## src/kcd_pkg.sv

```systemverilog
`timescale 1ns / 1ps

package kcd_pkg;

    localparam int SLOT_COUNT  = 10;
    localparam int SLOT_IDX_W  = $clog2(SLOT_COUNT);
    localparam int CODE_W      = 10;
    localparam int TYPE_W      = 5;
    localparam int VALUE_W     = 2;
    localparam int CHORD_COUNT = 3;
    localparam int POS_COUNT   = 3;
    localparam int CHORD_W     = CODE_W * POS_COUNT;
    localparam int CFG_IDX_W   = 2;

    localparam logic [TYPE_W-1:0]  EV_KEY      = 5'd1;
    localparam logic [VALUE_W-1:0] KEY_RELEASE = 2'd0;
    localparam logic [VALUE_W-1:0] KEY_PRESS   = 2'd1;

    localparam logic [CFG_IDX_W-1:0] CFG_CHORD_A = 2'd0;
    localparam logic [CFG_IDX_W-1:0] CFG_CHORD_B = 2'd1;
    localparam logic [CFG_IDX_W-1:0] CFG_CHORD_C = 2'd2;

    localparam logic [CHORD_W-1:0] CHORD_A_RESET = 30'd18457;
    localparam logic [CHORD_W-1:0] CHORD_B_RESET = 30'd26245166;
    localparam logic [CHORD_W-1:0] CHORD_C_RESET = 30'd35702808;

    typedef enum logic [1:0] {
        ST_IDLE,
        ST_SCAN,
        ST_FINISH
    } t_state;

    typedef struct packed {
        logic                  start;
        logic                  step;
        logic [SLOT_IDX_W-1:0] idx;
    } t_scan_ctrl;

    typedef logic [CHORD_W-1:0] t_chord_regs [CHORD_COUNT];

endpackage

```

## src/kcd_if.sv

```systemverilog
`timescale 1ns / 1ps

interface kcd_in_if;
    import kcd_pkg::*;

    logic                valid;
    logic                ready;
    logic [TYPE_W-1:0]   event_type;
    logic [CODE_W-1:0]   key_code;
    logic [VALUE_W-1:0]  key_value;

    modport source (output valid, output event_type, output key_code, output key_value,
                    input ready);
    modport sink   (input valid, input event_type, input key_code, input key_value,
                    output ready);
endinterface

interface kcd_out_if;
    logic valid;
    logic ready;
    logic chord_a_held;
    logic chord_b_held;
    logic chord_c_held;

    modport source (output valid, output chord_a_held, output chord_b_held,
                    output chord_c_held, input ready);
    modport sink   (input valid, input chord_a_held, input chord_b_held,
                    input chord_c_held, output ready);
endinterface

```

## src/kcd_scan_unit.sv

```systemverilog
`timescale 1ns / 1ps

module kcd_scan_unit
    import kcd_pkg::*;
(
    input  logic                   i_clk,
    input  logic                   i_rst_n,
    input  t_scan_ctrl             i_ctrl,
    input  logic [TYPE_W-1:0]      i_event_type,
    input  logic [CODE_W-1:0]      i_key_code,
    input  logic [VALUE_W-1:0]     i_key_value,
    input  t_chord_regs            i_chord,
    output logic [CHORD_COUNT-1:0] o_held
);

    logic                                   r_slot_valid [SLOT_COUNT];
    logic [CODE_W-1:0]                      r_slot_code  [SLOT_COUNT];
    logic                                   r_pending;
    logic                                   r_is_press;
    logic [CODE_W-1:0]                      r_key;
    logic [CHORD_COUNT-1:0][POS_COUNT-1:0]  r_found;
    logic [CHORD_COUNT-1:0][POS_COUNT-1:0]  n_found;

    logic              sel_valid;
    logic [CODE_W-1:0] sel_code;
    logic              hit_press;
    logic              hit_release;
    logic              eff_valid;
    logic [CODE_W-1:0] eff_code;

    // The slot under the scan pointer is updated and checked in the same cycle, so a
    // single pass both applies the event and gathers the chord matches.
    always_comb begin
        sel_valid   = r_slot_valid[i_ctrl.idx];
        sel_code    = r_slot_code[i_ctrl.idx];
        hit_press   = r_pending && r_is_press && !sel_valid;
        hit_release = r_pending && !r_is_press && sel_valid && (sel_code == r_key);
        eff_valid   = hit_press || (sel_valid && !hit_release);
        eff_code    = hit_press ? r_key : sel_code;
        for (int c = 0; c < CHORD_COUNT; c++) begin
            for (int p = 0; p < POS_COUNT; p++) begin
                n_found[c][p] = r_found[c][p] ||
                    (eff_valid && (eff_code == i_chord[c][p*CODE_W +: CODE_W]));
            end
        end
    end

    always_ff @(posedge i_clk) begin
        if (!i_rst_n) begin
            r_pending <= 1'b0;
            for (int i = 0; i < SLOT_COUNT; i++) begin
                r_slot_valid[i] <= 1'b0;
            end
        end else if (i_ctrl.start) begin
            r_pending  <= (i_event_type == EV_KEY) &&
                          ((i_key_value == KEY_PRESS) || (i_key_value == KEY_RELEASE));
            r_is_press <= (i_key_value == KEY_PRESS);
            r_key      <= i_key_code;
            r_found    <= '0;
        end else if (i_ctrl.step) begin
            r_found <= n_found;
            if (hit_press || hit_release) begin
                r_pending                   <= 1'b0;
                r_slot_valid[i_ctrl.idx]    <= eff_valid;
                r_slot_code[i_ctrl.idx]     <= eff_code;
            end
        end
    end

    always_comb begin
        for (int c = 0; c < CHORD_COUNT; c++) begin
            logic       used;
            logic       all_found;
            used      = 1'b0;
            all_found = 1'b1;
            for (int p = 0; p < POS_COUNT; p++) begin
                if (i_chord[c][p*CODE_W +: CODE_W] != '0) begin
                    used      = 1'b1;
                    all_found = all_found && r_found[c][p];
                end
            end
            o_held[c] = used && all_found;
        end
    end

endmodule

```

## src/key_chord_detector_unit.sv

```systemverilog
`timescale 1ns / 1ps
// The slot scan visits one of the ten held-key slots per cycle through a single update and
// compare datapath. A new transaction is taken only in the idle state, after the scan of
// the previous one ends and its result has been loaded into the output register.
// A finished result waits in an output register while the next transaction is taken.
// Synchronous active-low reset empties every slot and restores the chord registers.

module key_chord_detector_unit
    import kcd_pkg::*;
(
    input  logic                 i_clk,
    input  logic                 i_rst_n,
    input  logic                 i_cfg_we,
    input  logic [CFG_IDX_W-1:0] i_cfg_idx,
    input  logic [CHORD_W-1:0]   i_cfg_data,
    kcd_in_if.sink               i_ev,
    kcd_out_if.source            o_res
);

    t_state                 r_state;
    t_state                 n_state;
    logic [SLOT_IDX_W-1:0]  r_idx;
    logic [SLOT_IDX_W-1:0]  n_idx;
    t_chord_regs            r_chord;
    logic                   r_out_valid;
    logic [CHORD_COUNT-1:0] r_flags;
    logic [CHORD_COUNT-1:0] scan_held;
    t_scan_ctrl             ctrl;
    logic                   in_accept;
    logic                   load_out;
    logic                   last_slot;

    assign in_accept = i_ev.valid && i_ev.ready;
    assign last_slot = (r_idx == SLOT_IDX_W'(SLOT_COUNT - 1));
    assign load_out  = (r_state == ST_FINISH) && (!r_out_valid || o_res.ready);

    always_comb begin
        n_state = r_state;
        n_idx   = r_idx;
        unique case (r_state)
            ST_IDLE: begin
                n_idx = '0;
                if (in_accept) begin
                    n_state = ST_SCAN;
                end
            end
            ST_SCAN: begin
                n_idx = r_idx + 1'b1;
                if (last_slot) begin
                    n_state = ST_FINISH;
                end
            end
            ST_FINISH: begin
                if (load_out) begin
                    n_state = ST_IDLE;
                end
            end
            default: begin
                n_state = ST_IDLE;
            end
        endcase
    end

    always_comb begin
        i_ev.ready = (r_state == ST_IDLE);
        ctrl.start = in_accept;
        ctrl.step  = (r_state == ST_SCAN);
        ctrl.idx   = r_idx;
    end

    always_ff @(posedge i_clk) begin
        if (!i_rst_n) begin
            r_state     <= ST_IDLE;
            r_idx       <= '0;
            r_out_valid <= 1'b0;
        end else begin
            r_state <= n_state;
            r_idx   <= n_idx;
            if (load_out) begin
                r_out_valid <= 1'b1;
            end else if (o_res.ready) begin
                r_out_valid <= 1'b0;
            end
        end
    end

    always_ff @(posedge i_clk) begin
        if (load_out) begin
            r_flags <= scan_held;
        end
    end

    always_ff @(posedge i_clk) begin
        if (!i_rst_n) begin
            r_chord[0] <= CHORD_A_RESET;
            r_chord[1] <= CHORD_B_RESET;
            r_chord[2] <= CHORD_C_RESET;
        end else if (i_cfg_we) begin
            unique case (i_cfg_idx)
                CFG_CHORD_A: r_chord[0] <= i_cfg_data;
                CFG_CHORD_B: r_chord[1] <= i_cfg_data;
                CFG_CHORD_C: r_chord[2] <= i_cfg_data;
                default: begin
                end
            endcase
        end
    end

    kcd_scan_unit u_scan (
        .i_clk        (i_clk),
        .i_rst_n      (i_rst_n),
        .i_ctrl       (ctrl),
        .i_event_type (i_ev.event_type),
        .i_key_code   (i_ev.key_code),
        .i_key_value  (i_ev.key_value),
        .i_chord      (r_chord),
        .o_held       (scan_held)
    );

    assign o_res.valid        = r_out_valid;
    assign o_res.chord_a_held = r_flags[0];
    assign o_res.chord_b_held = r_flags[1];
    assign o_res.chord_c_held = r_flags[2];

endmodule

```

## src/flat_wrapper.sv

```systemverilog
// flat-port wrapper written by rule: the top's interface ports become plain ports
module key_chord_detector_unit_flat import kcd_pkg::*;
  (i_clk, i_rst_n, i_cfg_we, i_cfg_idx, i_cfg_data, i_ev_valid, i_ev_event_type, i_ev_key_code, i_ev_key_value, i_ev_ready, o_res_valid, o_res_chord_a_held, o_res_chord_b_held, o_res_chord_c_held, o_res_ready);
  kcd_in_if i_ev_i ();
  kcd_out_if o_res_i ();
  input  logic i_clk;
  input  logic i_rst_n;
  input  logic i_cfg_we;
  input  logic [CFG_IDX_W-1:0] i_cfg_idx;
  input  logic [CHORD_W-1:0] i_cfg_data;
  input wire logic [$bits(i_ev_i.valid)-1:0] i_ev_valid;
  input wire logic [$bits(i_ev_i.event_type)-1:0] i_ev_event_type;
  input wire logic [$bits(i_ev_i.key_code)-1:0] i_ev_key_code;
  input wire logic [$bits(i_ev_i.key_value)-1:0] i_ev_key_value;
  output wire logic [$bits(i_ev_i.ready)-1:0] i_ev_ready;
  output wire logic [$bits(o_res_i.valid)-1:0] o_res_valid;
  output wire logic [$bits(o_res_i.chord_a_held)-1:0] o_res_chord_a_held;
  output wire logic [$bits(o_res_i.chord_b_held)-1:0] o_res_chord_b_held;
  output wire logic [$bits(o_res_i.chord_c_held)-1:0] o_res_chord_c_held;
  input wire logic [$bits(o_res_i.ready)-1:0] o_res_ready;
  assign i_ev_i.valid = i_ev_valid;
  assign i_ev_i.event_type = i_ev_event_type;
  assign i_ev_i.key_code = i_ev_key_code;
  assign i_ev_i.key_value = i_ev_key_value;
  assign i_ev_ready = i_ev_i.ready;
  assign o_res_valid = o_res_i.valid;
  assign o_res_chord_a_held = o_res_i.chord_a_held;
  assign o_res_chord_b_held = o_res_i.chord_b_held;
  assign o_res_chord_c_held = o_res_i.chord_c_held;
  assign o_res_i.ready = o_res_ready;
  key_chord_detector_unit u_core (.i_clk(i_clk), .i_rst_n(i_rst_n), .i_cfg_we(i_cfg_we), .i_cfg_idx(i_cfg_idx), .i_cfg_data(i_cfg_data), .i_ev(i_ev_i), .o_res(o_res_i));
endmodule
```

## config.mk

```make
export PLATFORM = sky130hd
export DESIGN_NAME = key_chord_detector_unit_flat
export DESIGN_NICKNAME = d
export VERILOG_FILES = /design/src/kcd_pkg.sv /design/src/kcd_if.sv /design/src/kcd_scan_unit.sv /design/src/key_chord_detector_unit.sv /design/src/flat_wrapper.sv
export SDC_FILE = /design/constraint.sdc
export NUM_CORES = 1
export LEC_CHECK = 0
export ABC_CLOCK_PERIOD_IN_PS = 4000
export BUFFER_PORTS_ARGS = -buffer_cell sky130_fd_sc_hd__buf_2
export CAP_MARGIN = 20
export CORE_ASPECT_RATIO = 2
export CORE_MARGIN = 3
export CORE_UTILIZATION = 35
export CTS_BUF_LIST = sky130_fd_sc_hd__clkbuf_2 sky130_fd_sc_hd__clkbuf_4 sky130_fd_sc_hd__clkbuf_8
export DETAILED_ROUTE_END_ITERATION = 7
export PLACE_DENSITY = 0.54
export SETUP_SLACK_MARGIN = 0.1
export SYNTH_ARGS = -nofsm -noshare
export SYNTH_HDL_FRONTEND = slang
export SYNTH_SLANG_ARGS = --single-unit
```

## constraint.sdc

```tcl
create_clock -name i_clk -period 4 [get_ports i_clk]
set_clock_uncertainty 0.15 [all_clocks]
set_input_delay 0.2 -clock i_clk [delete_from_list [all_inputs] [get_ports i_clk]]
set_output_delay 0.2 -clock i_clk [all_outputs]
set_load 0.03 [all_outputs]
```

==> run metrics <==
outcome=completed; initial core utilization=35.70%; WL/cell=24.69 microns; CP endpoint kind=flop; commonest cells after routing, fill and taps aside=218 x nand2_1, 130 x edfxtp_1, 110 x dfxtp_1; Worst-Margin Slew=888.5 ps; die area=36090 sq um; f_max=263.6 MHz; Setup violations, final=0; layout cells sized above 1=18.11%; hold-critical path endpoint=u_core.r_state[0]; CTS tree=done; final non-filler cell area=14240 sq um; Mapped Nets=1235; Final ANT Viol Nets=0; Power Total=5.242 mW; Root Buffer=clkbuf_8; detailed-route wire length=43960 microns; WS Path Type=reg2reg; DP Cell Count=1673; cell taking the most area after synthesis=edfxtp_1; Post-Synth Simple-Gate Area=18.91%; Seq. cell area=6127 sq um; share of the synthesized area in the top cell type=33.08%; All-Layer GR Usage=24.28%; largest net degree at the start of global routing=68; number of enable flip-flop cells after synthesis=130; commonest non-fill, non-tap cell in the layout=nand2_1; Worst Hold Class=in2reg; initial antenna violation count=1; relative slew slack=40.41%; CTS max path bufs=3; XOR/XNOR Fraction of Synth Area=5.270%; nets=1384; startpoint class of the critical path=flop; clk slew on worst S/H paths=60 ps; dominant synthesized flop cell=edfxtp_1; Synth cell types=81; worst reg2reg path depth=9; Synth area leaders=edfxtp_1 33%, dfxtp_1 19%, nand2_1 6.9%; reg-to-reg critical path endpoint=u_core.u_scan.r_found[8]; vias in the first global route=9877; Synth Area in Compound Gates=12.79%; Yosys warning count=0; HP Start=i_ev_valid; Iteration-0 DRC Markers=681; first-pass GRT wire length=63460 microns; placed cell area=13040 sq um; clock latency on the worst-skew pair=550 ps; Site Rows=94; mapped cell area=11800 sq um; vias per inst=5.557; Hold Path Depth=5; Slew Viols, Final=0; period utilization=94.83%; Syn Inst Count=1177; main combinational cell family by area after synthesis=simple AND/OR/NAND/NOR gates; GP Congestion=0.9885; clock buffer count from CTS=36; sequential share of the synthesized area=51.91%; Die H=265.7 microns; minimum clock period=3793 ps; Peak supply drop=0.2238 mV; r2r setup slk=210 ps; drt pass-1 iters=5; CP arrival=4010 ps; FF+latch count, synth=241; Max-Cap Viols=0; Leak=5.173 nW; RSZ-0062 raised after global routing=false; I/O pin count=59; power density cells=368.2 nW/um^2; Area Overhead vs Synth=20.65%; CP max FO=10; I/O Buffers=58; Mean Syn Cell Area=10.03 sq um; post-synthesis mux area share=6.860%; grt total ovfl=0; H-tree Lvls=2; footprint of the multi-input gates=5281 sq um; Adder-Cell Fraction of Synth Area=0.4241%; fraction of registers with async set/reset=0%; clk sinks=241; DRC violations left=0; Final Hold Viols=0; Vias=9892; fill cell count=3184; post-route insts no fill=1780; final HPWL from detailed placement=34020 microns; die width=135.8 microns; Worst Path Required=4220 ps; core area=33050 sq um
## per-stage QoR
stage | setup TNS, ps | util (%) | setup WS (ps) | hold slack (ps)
final | 0 | 43.08 | 206.8 | 100.4
after global routing | 0 | 43.08 | 106.3 | 102.5
after CTS | 0 | 43.00 | 184.3 | 81.64
after detailed placement | 0 | 39.46 | 23.17 | 228.8
after global placement | 0 | 39.46 | 133.6 | 227.6
after floorplan | -14180 | - | -354.6 | 148.9
## Yosys cell counts, types with 8 or more instances
cell type and n:
xor2_1 27, nand2b_1 8, edfxtp_1 130, clkbuf_1 54, inv_1 32, xnor2_1 44, mux2_2 8, a221oi_1 8
mux4_2 11, and3_1 16, a22o_1 11, nor2_1 48, nand3_1 48, buf_2 8, a211oi_1 8, and2_1 12
dfxtp_1 111, nand2_1 218, nor3_1 24, nand4_1 10, nor2b_1 9, a21oi_1 85, nor4_1 25, o21ai_0 24
mux2i_1 46
## layer usage
layer / GRT usage (%) / part of all wire [%] / wire, microns
met3: 3.066 / 3.3 / 1448
met2: 47.96 / 57 / 24850
met1: 20.90 / 30 / 13330
met5: 0 / 0 / 0
met4: 19.31 / 9.9 / 4333
## critical path: stages, from the launching register on
cell,delay [ps]
dfxtp_2,430
buf_4,240
mux4_2,510
mux2_2,310
a32o_1,370
o221a_4,360
or2_1,290
xor2_1,170
or4_1,490
o32ai_2,280
## worst max path at each step
stage	startpoint	endpoint	slack [ps]	cells after the start
4_1_cts	flop	u_core.u_scan.r_found[1]	180	10
2_1_floorplan	flop	u_core.u_scan.r_slot_code[0][0]	-350	12
3_3_place_gp	flop	u_core.u_scan.r_slot_code[2][4]	130	11
6_report	flop	u_core.u_scan.r_found[8]	210	9
5_1_grt	flop	u_core.u_scan.r_found[8]	110	9
3_5_place_dp	flop	u_core.u_scan.r_slot_code[2][9]	20	11
## kinds of logic after synthesis
kind of cell	after synthesis
and+or+nand+nor	466
DFF	241
AOI/OAI and AO/OA	222
buffers and inverters	107
xor gates and xnor gates	71
muxes	66
adders and majority gates	4
## final cells by class
type / instances / share of cell area [%]
inverters: 35 / 0.9228
diodes: 1 / 0.01758
clock buffers: 49 / 4.386
clock inverters: 10 / 0.5098
flip-flops and latches: 241 / 43.04
repair buffers: 183 / 10.23
multi-input cells: 829 / 37.10
well taps: 432 / 3.797
## registers in the layout, summed over array words and instances, names as in the netlist, 2 cells and up, named ones only
signal and flops:
u_core.r_chord 90, u_core.r_flags 3, u_core.r_idx 4, u_core.r_state 2
u_core.u_scan.r_found 9, u_core.u_scan.r_key 10, u_core.u_scan.r_slot_code 100, u_core.u_scan.r_slot_valid 16
## repair_timing
| item | in CTS | in global routing |
|---|---|---|
| gates resized for setup | 2 | 4 |
| endpoints found under the hold margin | 108 | 0 |
| endpoints found under the setup margin | 47 | 43 |
| hold buffers | 46 | 0 |
| pin swaps | 0 | 1 |
| buffers inserted | 0 | 1 |
## power breakdown
group	leakage (nW)	switching (mW)	internal (mW)
Clock	0.374	0.953	1.07
Combinational	2.70	0.295	0.206
Sequential	2.10	0.0657	2.65
Power figures use the tool's default switching activity.
